**src/rtl/lgsr_pkg.sv**
```systemverilog
package lgsr_pkg;

	localparam int KIND_W  = 2;
	localparam int COORD_W = 8;
	localparam int CELL_W  = 32;
	localparam int SWEEP_W = 20;
	localparam int THR_W   = 16;
	localparam int CFG_IDX_W  = 2;
	localparam int CFG_DATA_W = 20;

	localparam logic [KIND_W-1:0] KIND_WRITE = 2'd0;
	localparam logic [KIND_W-1:0] KIND_SOLVE = 2'd1;
	localparam logic [KIND_W-1:0] KIND_READ  = 2'd2;

	localparam logic [CFG_IDX_W-1:0] CFG_INNER_LOW  = 2'd0;
	localparam logic [CFG_IDX_W-1:0] CFG_INNER_HIGH = 2'd1;
	localparam logic [CFG_IDX_W-1:0] CFG_THRESHOLD  = 2'd2;
	localparam logic [CFG_IDX_W-1:0] CFG_SWEEP_CAP  = 2'd3;

	localparam logic [COORD_W-1:0]    RST_INNER_LOW  = 8'd25;
	localparam logic [COORD_W-1:0]    RST_INNER_HIGH = 8'd38;
	localparam logic [THR_W-1:0]      RST_THRESHOLD  = 16'd1;
	localparam logic [SWEEP_W-1:0]    RST_SWEEP_CAP  = 20'hFFFFF;

	// Address sources for the two memory read ports.
	typedef enum logic [2:0] {
		ADDR_IN,
		ADDR_ONE_ONE,
		ADDR_UP,
		ADDR_DOWN,
		ADDR_LEFT,
		ADDR_RIGHT
	} addr_sel_t;

	typedef enum logic [1:0] {
		RES_NONE,
		RES_ZERO,
		RES_READ,
		RES_SOLVE
	} res_t;

	typedef struct packed {
		addr_sel_t a_sel;
		addr_sel_t b_sel;
		logic      we_in;
		logic      we_cell;
		logic      cap_in;
		logic      ld_ud;
		logic      ld_lr;
		logic      ref_clr;
		logic      ref_ld;
		logic      cnt_clr;
		logic      cnt_inc;
		logic      pos_clr;
		logic      pos_next;
		res_t      res;
		logic      conv;
	} dp_cmd_t;

	typedef struct packed {
		logic relax;
		logic col_last;
		logic row_last;
		logic gap_over;
		logic cap_hit;
	} dp_status_t;

endpackage

```
**src/rtl/lgsr_ctrl.sv**
```systemverilog
module lgsr_ctrl (
	input  logic                         clk,
	input  logic                         arst_n,
	input  logic                         start,
	input  logic [lgsr_pkg::KIND_W-1:0]  kind,
	output logic                         busy,
	output lgsr_pkg::dp_cmd_t            cmd,
	input  lgsr_pkg::dp_status_t         status
);
	import lgsr_pkg::*;

	typedef enum logic [2:0] {
		S_IDLE,
		S_RD_WAIT,
		S_CHK_RD,
		S_CHK,
		S_CELL_A,
		S_CELL_B,
		S_CELL_C,
		S_CELL_D
	} state_t;

	state_t state_q;
	logic   sweep_end;

	assign sweep_end = status.col_last && status.row_last;
	assign busy      = (state_q != S_IDLE);

	always_comb begin
		cmd       = '0;
		cmd.a_sel = ADDR_IN;
		cmd.b_sel = ADDR_IN;
		cmd.res   = RES_NONE;
		unique case (state_q)
			S_IDLE: begin
				if (start) begin
					unique case (kind)
						KIND_WRITE: begin
							cmd.we_in = 1'b1;
							cmd.res   = RES_ZERO;
						end
						KIND_SOLVE: begin
							cmd.ref_clr = 1'b1;
							cmd.cnt_clr = 1'b1;
						end
						KIND_READ: cmd.cap_in = 1'b1;
						default:   cmd.res = RES_ZERO;
					endcase
				end
			end
			S_RD_WAIT: cmd.res = RES_READ;
			S_CHK_RD:  cmd.a_sel = ADDR_ONE_ONE;
			S_CHK: begin
				priority if (!status.gap_over) begin
					cmd.res  = RES_SOLVE;
					cmd.conv = 1'b1;
				end else if (status.cap_hit) begin
					cmd.res  = RES_SOLVE;
				end else begin
					cmd.ref_ld  = 1'b1;
					cmd.pos_clr = 1'b1;
				end
			end
			S_CELL_A: begin
				cmd.a_sel = ADDR_UP;
				cmd.b_sel = ADDR_DOWN;
				if (!status.relax) begin
					cmd.cnt_inc  = sweep_end;
					cmd.pos_next = !sweep_end;
				end
			end
			S_CELL_B: begin
				cmd.a_sel = ADDR_LEFT;
				cmd.b_sel = ADDR_RIGHT;
				cmd.ld_ud = 1'b1;
			end
			S_CELL_C: cmd.ld_lr = 1'b1;
			S_CELL_D: begin
				cmd.we_cell  = 1'b1;
				cmd.cnt_inc  = sweep_end;
				cmd.pos_next = !sweep_end;
			end
			default: ;
		endcase
	end

	always_ff @(posedge clk or negedge arst_n) begin
		if (!arst_n) begin
			state_q <= S_IDLE;
		end else begin
			unique case (state_q)
				S_IDLE: begin
					if (start) begin
						if (kind == KIND_SOLVE) begin
							state_q <= S_CHK_RD;
						end else if (kind == KIND_READ) begin
							state_q <= S_RD_WAIT;
						end
					end
				end
				S_RD_WAIT: state_q <= S_IDLE;
				S_CHK_RD:  state_q <= S_CHK;
				S_CHK: begin
					if (!status.gap_over || status.cap_hit) begin
						state_q <= S_IDLE;
					end else begin
						state_q <= S_CELL_A;
					end
				end
				S_CELL_A: begin
					if (status.relax) begin
						state_q <= S_CELL_B;
					end else if (sweep_end) begin
						state_q <= S_CHK_RD;
					end
				end
				S_CELL_B: state_q <= S_CELL_C;
				S_CELL_C: state_q <= S_CELL_D;
				S_CELL_D: state_q <= sweep_end ? S_CHK_RD : S_CELL_A;
				default:  state_q <= S_IDLE;
			endcase
		end
	end

endmodule

```
**config.mk**
```make
export PLATFORM = sky130hd
export DESIGN_NAME = lgsr_ctrl
export DESIGN_NICKNAME = d
export VERILOG_FILES = /design/src/rtl/lgsr_pkg.sv /design/src/rtl/lgsr_ctrl.sv
export SDC_FILE = /design/constraint.sdc
export NUM_CORES = 1
export LEC_CHECK = 0
export BUFFER_PORTS_ARGS = -buffer_cell sky130_fd_sc_hd__buf_2
export CORE_AREA = 2 2 39 41
export DETAILED_ROUTE_END_ITERATION = 6
export DIE_AREA = 0 0 41 43
export GPL_TIMING_DRIVEN = 0
export PLACE_DENSITY_LB_ADDON = 0.3
export SYNTH_ARGS = -nofsm -noshare
export SYNTH_HDL_FRONTEND = slang
export SYNTH_SLANG_ARGS = --single-unit
```
**constraint.sdc**
```tcl
create_clock -name clk -period 1.3 [get_ports clk]
set_input_delay 0.065 -clock clk [delete_from_list [all_inputs] [get_ports clk]]
set_output_delay 0.065 -clock clk [all_outputs]
set_load 0.05 [all_outputs]
```
Yosys cells after proc, flatten, opt, wreduce, memory -nomap -nowiden

Index checks and enable logic that the tools add are counted.

Output and inout bits: 21
Input bits: 10
Register bits: 3
Logic and storage cells: 58

Equality and inequality tests: 12
Reduce and logical (&&, ||, !) cells: 9
Mux-type cells: 36

Operators by type and width:

| operator                                             | number |
|---|---|
| one-hot mux 3 bit (8 select lines)                   | 1 |
| 2-to-1 mux 1 bit                                     | 21 |
| 2-to-1 mux 3 bit                                     | 7 |
| equality test 3 bit (second input constant)          | 4 |
| one-hot mux 3 bit (3 select lines)                   | 1 |
| equality test 3 x 2 -> 1 bit (second input constant) | 2 |
| inequality test 3 bit (second input constant)        | 2 |
| one-hot mux 2 bit (3 select lines)                   | 1 |
| one-hot mux 3 bit (2 select lines)                   | 1 |
| 2-to-1 mux 2 bit                                     | 2 |
| one-hot mux 1 bit (2 select lines)                   | 2 |
| equality test 3 x 1 -> 1 bit (second input constant) | 1 |
| zero test 3 bit                                      | 1 |
| AND reduction 3 bit                                  | 1 |
| nonzero test 3 bit                                   | 1 |
| equality test 2 x 1 -> 1 bit (second input constant) | 1 |
| equality test 2 bit (second input constant)          | 1 |
| zero test 1 bit                                      | 2 |
| zero test 2 bit                                      | 1 |
| inequality test 2 bit (second input constant)        | 1 |
| OR reduction 2 bit                                   | 1 |
| logical AND 1 bit                                    | 1 |
| logical OR 1 bit                                     | 1 |

Depth between registers and ports, before layout

Gate-level depths: netlist (run 1).

Depth in word-level cells: 5
Mapped depth: 5
Mapped depth without buffers: 5

Least setup slack after synthesis (run 1)

OpenSTA, ideal clock, no wires.

Path kind: register -> output
Start point: register state_q[0]
End point: output port cmd[7] (netlist bit)
Stages on the path, launching flop included: 5
Data required time: 1,235 ps
Arrival time: 2,193 ps
Path slack: -958 ps
Buffers on the path: 2
Cells stage by stage: dfrtp_1 buf_6 nand2_4 nor3b_1 buf_4

RTL lines:

| what                     | RTL line         | source |
|---|---|---|
| start: declaration       | lgsr_ctrl.sv:23  | `state_t state_q;` |
| start signal: assignment | lgsr_ctrl.sv:119 | `S_CELL_D: state_q <= sweep_end ? S_CHK_RD : S_CELL_A;` |
| end: declaration         | lgsr_ctrl.sv:7   | `output lgsr_pkg::dp_cmd_t cmd,` |

==> reports/qor.txt, run 1 <==
status = finished, violations left
failing checks = negative setup slack
Compound-Gate Fraction of Synth Area = 17.0%
worst min-delay path category = in -> async
Die Width = 41 um
YS warnings = 0
Worst-Skew Late Latency = 0.24 ns
slowest CP cell = dfrtp_1
max cap viols = 0
Reg clk slew, reported paths = 0.04 ns
Biggest register = state_q
share of layout cells above drive strength 1 = 73.5%
post-synthesis simple-gate area fraction = 36.8%
most used cell, CP = buf_6
final instance area = 1030 sq um
Max-Slew Margin vs Limit = 72.7%
Nets = 116
Post-DP HPWL = 817 um
RD Place Congestion = 0.705
Final setup viols = 19
DP Cell Count = 103
Via Count = 597
clock sink total = 3
number of global-route vias before repair = 538
max reg flops = 3
crit path DAT = 1.40 ns
area share of fa/ha/maj cells after synthesis = 8.24%
initial antenna violation count = 0
fin util = 74.5%
Final Cycle Share = 113%
RSZ-0062 raised after global routing = yes
Layout Cells excl Fill = 118
largest net degree at the start of global routing = 11
first-pass GRT wire length = 2170 um
Slew @ Worst Pin = 0.409 ns
placed inst area = 662 sq um
crit path max fanout = 7
post-route ant nets = 0
sequential share of the synthesized area = 16.5%
Fillers = 88
port bufs = 30
DRC violations left = 0
pins over their slew limit = 0
Final Hold Fails = 0
drt pass-1 iters = 4
Total Routing Usage GR = 18.1%
Max Root-Sink Buffers = 2
core box area = 1380 sq um
First DRT Iteration DRCs = 17
Layout area overhead = 126%
Synth cell types = 26
largest stage delay on the critical path = 0.36 ns
Avg WL per Cell = 13.3 um
clk_skew = 0.00452 ns
die area = 1760 sq um
worst path cell trace = buf_6, nor3_4, and3_4, buf_6, buf_8
CTS Root Cell = clkbuf_4
Critical Path RT = 1.24 ns
setup ws final = -0.165 ns
Setup CP Type = reg -> out
n_diodes = 0
Initial Util = 32.9%
startpoint types = flop
total gr overflow = 0
f_max = 0.683 GHz
Die Ht = 43 um
synthesized area = 455 sq um
Leakage = 0.481 nW
Overall Power = 1.46 mW
htree depth = 1
# IOs = 31
Synth Area per Inst = 7.99 sq um
CTS tree = done
routed vias/inst = 5.06
xor/xnor cell area share of the yosys netlist = 0%
num rows = 14
post-place setup slack = -0.0954 ns
CTS Buf Count = 3
nature of the critical path endpoint = output port
Largest regs = state_q x3
Cells after Synth = 57
Min Clock Period, post-route = 1.46 ns
Synth Register Bits = 3
Power Density = 1420 nW/um^2
maximum vdd ir drop = 0.931 mV
Routed Wire Length = 1570 um
syn nets = 70
largest family of logic cells by synthesized area = simple AND/OR/NAND/NOR gates
mux contribution to synthesized area = 0%
==> Yosys cell counts, drive strengths merged <==
cell     count  area (sq um)
o211ai       1          7.51
or3          1          6.26
nor2b        4          25.0
inv          4          15.0
nand3b       1          7.51
nand2        3          18.8
or2b         1          7.51
nand3        1          5.00
ha           3          37.5
a21oi        5          25.0
and3         5          31.3
nor3         4          25.0
buf          9          82.6
dfrtp        3          75.1
o31ai        1          12.5
a2bb2oi      1          8.76
a31oi        1          6.26
and2         2          12.5
nor2         3          13.8
o21ai        1          5.00
a211oi       1          12.5
nor3b        2          15.0
==> layout by cell type, fill, tap and decap left out, types with 3 or more instances in the layout <==
cell type  synthesis  routed
buf_6              4      20
buf_4              5      11
buf_2              0      10
buf_8              0       8
nor3_4             0       3
nor2b_1            4       3
a21oi_1            5       3
and3_1             5       3
ha_1               3       3
clkbuf_4           0       3
==> routing by layer <==
metal | share of wire, % | track usage (%) | vias up
met5 | 0 | 0 | -
li1 | - | - | 284
met2 | 52 | 28.7 | 31
met1 | 39 | 19.9 | 276
met3 | 6.5 | 5.24 | 6
met4 | 1.9 | 11.3 | 0
==> what timing repair did <==
action                     in CTS  in global routing
hold buffers                    1                  0
setup endpoints to repair      20                 21
hold endpoints to repair        3                  0
buffers inserted                6                  4
resized for setup              59                 13
pin swaps                       8                  4
==> worst max-delay path: cells and delay by family, from the launching register on <==
kind,cells,cell delay [ns]
buffers and inverters,3,0.35
flip-flops,1,0.36
AND/OR/NAND/NOR,2,0.44
==> logic make-up after synthesis <==
group                      after synthesis
and+or+nand+nor                         27
buffers and inverters                   13
adders and majority gates                3
AOI/OAI and AO/OA                       11
DFF                                      3
==> power breakdown <==
group          switching (mW)  leakage (nW)  total, mW  internal [mW]
Combinational           0.637         0.427       1.14          0.505
Clock                  0.0532        0.0150      0.168          0.115
Sequential             0.0348        0.0390      0.154          0.119
Total                   0.725         0.481       1.46          0.739
==> area by class of cell <==
type | instances | area (sq um) | share of cell area (%)
sequential | 3 | 76.3 | 7.40
inverter | 4 | 20.0 | 1.94
buffer | 9 | 93.8 | 9.10
clock buffer | 4 | 26.3 | 2.55
timing repair buffer | 41 | 394 | 38.2
multi-input combinational | 41 | 400 | 38.8
tap | 16 | 20.0 | 1.94
==> worst paths after layout <==
path	from	end	slack [ns]	depth (start not counted)
worst max-delay path	state_q[2]$_DFFE_PN0P_	cmd[8]	-0.16	5
worst min-delay path	arst_n	state_q[0]$_DFFE_PN0P_	0.15	2
worst max register to register	state_q[0]$_DFFE_PN0P_	state_q[2]$_DFFE_PN0P_	0.02	5
worst min register to register	state_q[2]$_DFFE_PN0P_	state_q[0]$_DFFE_PN0P_	0.74	4
max in group asynchronous	arst_n	state_q[0]$_DFFE_PN0P_	1.03	2
min in group clk	status[4]	state_q[0]$_DFFE_PN0P_	0.26	4
==> stage by stage <==
step                hold WS (ns)  setup TNS, ns
floorplan                 -0.231          -2.36
global placement          -0.141        -0.0963
finish                     0.152          -1.67
CTS                        0.151          -1.28
detailed placement        -0.138         -0.122
global route               0.165          -2.57
Note: power is estimated with default switching activity, not from simulation.
==> inputs of run 2 (changes only) <==
CELL_PAD_IN_SITES_DETAIL_PLACEMENT = 1   (was not set)
CELL_PAD_IN_SITES_GLOBAL_PLACEMENT = 1   (was not set)
CORE_AREA = not set   (was 2 2 39 41)
CORE_MARGIN = 1   (was not set)
CORE_UTILIZATION = 26   (was not set)
CTS_CLUSTER_SIZE = 12   (was not set)
DIE_AREA = not set   (was 0 0 41 43)
SLEW_MARGIN = 10   (was not set)
==> reports/qor.txt, run 2 (synthesis results as in run 1) <==
Power Density = 1490 nW/um^2 (was 1420 nW/um^2)
# IOs = 31 (unchanged)
Final Hold Fails = 0 (unchanged)
setup ws final = -0.226 ns (was -0.165 ns)
Initial Util = 28.9% (was 32.9%)
GR peak layer = met2 (unchanged)
clk_skew = 0.0114 ns (was 0.00452 ns)
Post-DP HPWL = 1050 um (was 817 um)
Worst path top cell family by delay = flip-flops (was simple AND/OR/NAND/NOR gates)
n_diodes = 0 (unchanged)
Max Root-Sink Buffers = 2 (unchanged)
initial antenna violation count = 0 (unchanged)
maximum vdd ir drop = 0.885 mV (was 0.931 mV)
max cap viols = 0 (unchanged)
Routed Wire Length = 2210 um (was 1570 um)
Worst-Skew Late Latency = 0.26 ns (was 0.24 ns)
first-pass GRT wire length = 2700 um (was 2170 um)
commonest non-fill, non-tap cell in the layout = buf_6 (unchanged)
CTS tree = done (unchanged)
post-route ant nets = 0 (unchanged)
status = finished, violations left (unchanged)
crit path max fanout = 5 (was 7)
clock sink total = 3 (unchanged)
Total Routing Usage GR = 19.6% (was 18.1%)
footprint of the multi-input gates = 403 sq um (was 400 sq um)
Setup CP Type = reg -> out (unchanged)
Leakage = 0.486 nW (was 0.481 nW)
met2 usage = 35.2% (was 28.7%)
num rows = 14 (unchanged)
Reg clk slew, reported paths = 0.05 ns (was 0.04 ns)
WP buf/inv = 3 (unchanged)
most used cell, CP = buf_6 (unchanged)
Min Clock Period, post-route = 1.53 ns (was 1.46 ns)
max reg flops = 3 (unchanged)
Slew @ Worst Pin = 0.405 ns (was 0.409 ns)
DRC violations left = 0 (unchanged)
Largest regs = state_q x3 (unchanged)
final instance area = 1050 sq um (was 1030 sq um)
grt met3 use = 2.50% (was 5.24%)
number of global-route vias before repair = 560 (was 538)
pins over their slew limit = 0 (unchanged)
Biggest register = state_q (unchanged)
most frequent cells in the layout = 19 x buf_6, 12 x buf_4, 10 x buf_2 (was 20 x buf_6, 11 x buf_4, 10 x buf_2)
failing checks = negative setup slack (unchanged)
routed vias/inst = 5.08 (was 5.06)
Die Ht = 43.9 um (was 43 um)
total gr overflow = 0 (unchanged)
Via Count = 610 (was 597)
CTS Root Cell = clkbuf_4 (unchanged)
Layout area overhead = 131% (was 126%)
slowest CP cell = dfrtp_1 (unchanged)
port bufs = 30 (unchanged)
Fillers = 166 (was 88)
RSZ-0062 raised after global routing = yes (unchanged)
placed inst area = 662 sq um (unchanged)
Max-Slew Margin vs Limit = 73.0% (was 72.7%)
RD Place Congestion = 0.739 (was 0.705)
First DRT Iteration DRCs = 7 (was 17)
Final setup viols = 21 (was 19)
fin util = 66.7% (was 74.5%)
M1 GR Usage = 23.6% (was 19.9%)
Die Width = 43.9 um (was 41 um)
Critical Path RT = 1.24 ns (about the same)
core box area = 1580 sq um (was 1380 sq um)
Reg area = 76.3 sq um (unchanged)
crit path DAT = 1.46 ns (was 1.40 ns)
largest net degree at the start of global routing = 11 (unchanged)
largest stage delay on the critical path = 0.40 ns (was 0.36 ns)
die area = 1920 sq um (was 1760 sq um)
Overall Power = 1.56 mW (was 1.46 mW)
startpoint types = flop (unchanged)
Nets = 118 (was 116)
worst path cell trace = buf_6, nor3_4, and3_4, buf_6, buf_8 (unchanged)
f_max = 0.655 GHz (was 0.683 GHz)
drt pass-1 iters = 6 (was 4)
htree depth = 1 (unchanged)
nature of the critical path endpoint = output port (unchanged)
Avg WL per Cell = 18.4 um (was 13.3 um)
Final Cycle Share = 117% (was 113%)
CTS Buf Count = 3 (unchanged)
worst min-delay path category = in -> async (unchanged)
share of layout cells above drive strength 1 = 73.1% (was 73.5%)
==> run 2: changes by cell type in the layout (fill, tap and decap cells not counted) <==
cell / change
clkbuf_4: +1
inv_6: -1
buf_6: -1
inv_2: +1
a21oi_2: -1
nor3_2: -1
buf_4: +1
nor3_1: +1
a21oi_4: +1
buf_12: +1
==> run 2: final cells by class <==
type,count,share of cell area [%]
plain buffers,9,9.63
clock buffers,4,2.50
inverters,4,1.43
multi-input cells,41,38.3
flip-flops and latches,3,7.25
well taps,16,1.90
repair buffers,43,39.0
==> run 2: what timing repair did <==
| action | in CTS | in global routing |
|---|---|---|
| resized for setup | 57 | 14 |
| hold endpoints to repair | 3 | 0 |
| pin swaps | 8 | 7 |
| gates cloned | 1 | 0 |
| buffers inserted | 5 | 6 |
| setup endpoints to repair | 20 | 22 |
| hold buffers | 1 | 0 |
==> run 2: worst paths after layout <==
| path | startpoint | end | slack [ns] | depth (start not counted) |
|---|---|---|---|---|
| setup / recovery | state_q[1]$_DFFE_PN0P_ | cmd[8] | -0.23 | 5 |
| hold / removal | arst_n | state_q[1]$_DFFE_PN0P_ | 0.12 | 2 |
| setup reg to reg | state_q[0]$_DFFE_PN0P_ | state_q[1]$_DFFE_PN0P_ | -0.02 | 6 |
| hold reg to reg | state_q[0]$_DFFE_PN0P_ | state_q[0]$_DFFE_PN0P_ | 0.80 | 3 |
| max in group asynchronous | arst_n | state_q[0]$_DFFE_PN0P_ | 1.05 | 2 |
| min in group clk | status[4] | state_q[1]$_DFFE_PN0P_ | 0.26 | 3 |
==> run 2: per-layer routing <==
layer,wire length [um],vias up
met5,0,-
met4,66,0
met2,1140,29
li1,-,283
met3,120,7
met1,883,291
==> run 2: stage by stage <==
| step | setup slack (ns) | hold slack (ns) | std cells | setup TNS [ns] |
|---|---|---|---|---|
| floorplan | -0.406 | -0.231 | 57 | -2.36 |
| global route | -0.291 | 0.149 | 120 | -3.61 |
| CTS | -0.145 | 0.151 | 114 | -1.52 |
| detailed placement | -0.0863 | -0.138 | 103 | -0.147 |
| finish | -0.226 | 0.123 | 120 | -2.61 |
| global placement | -0.0797 | -0.139 | 103 | -0.0923 |
==> run 2: where the power goes <==
part	total (mW)	switching, mW	leakage, nW	internal [mW]
Sequential	0.156	0.0373	0.0390	0.119
Combinational	1.22	0.686	0.432	0.533
Clock	0.188	0.0716	0.0150	0.116
Total	1.56	0.795	0.486	0.769
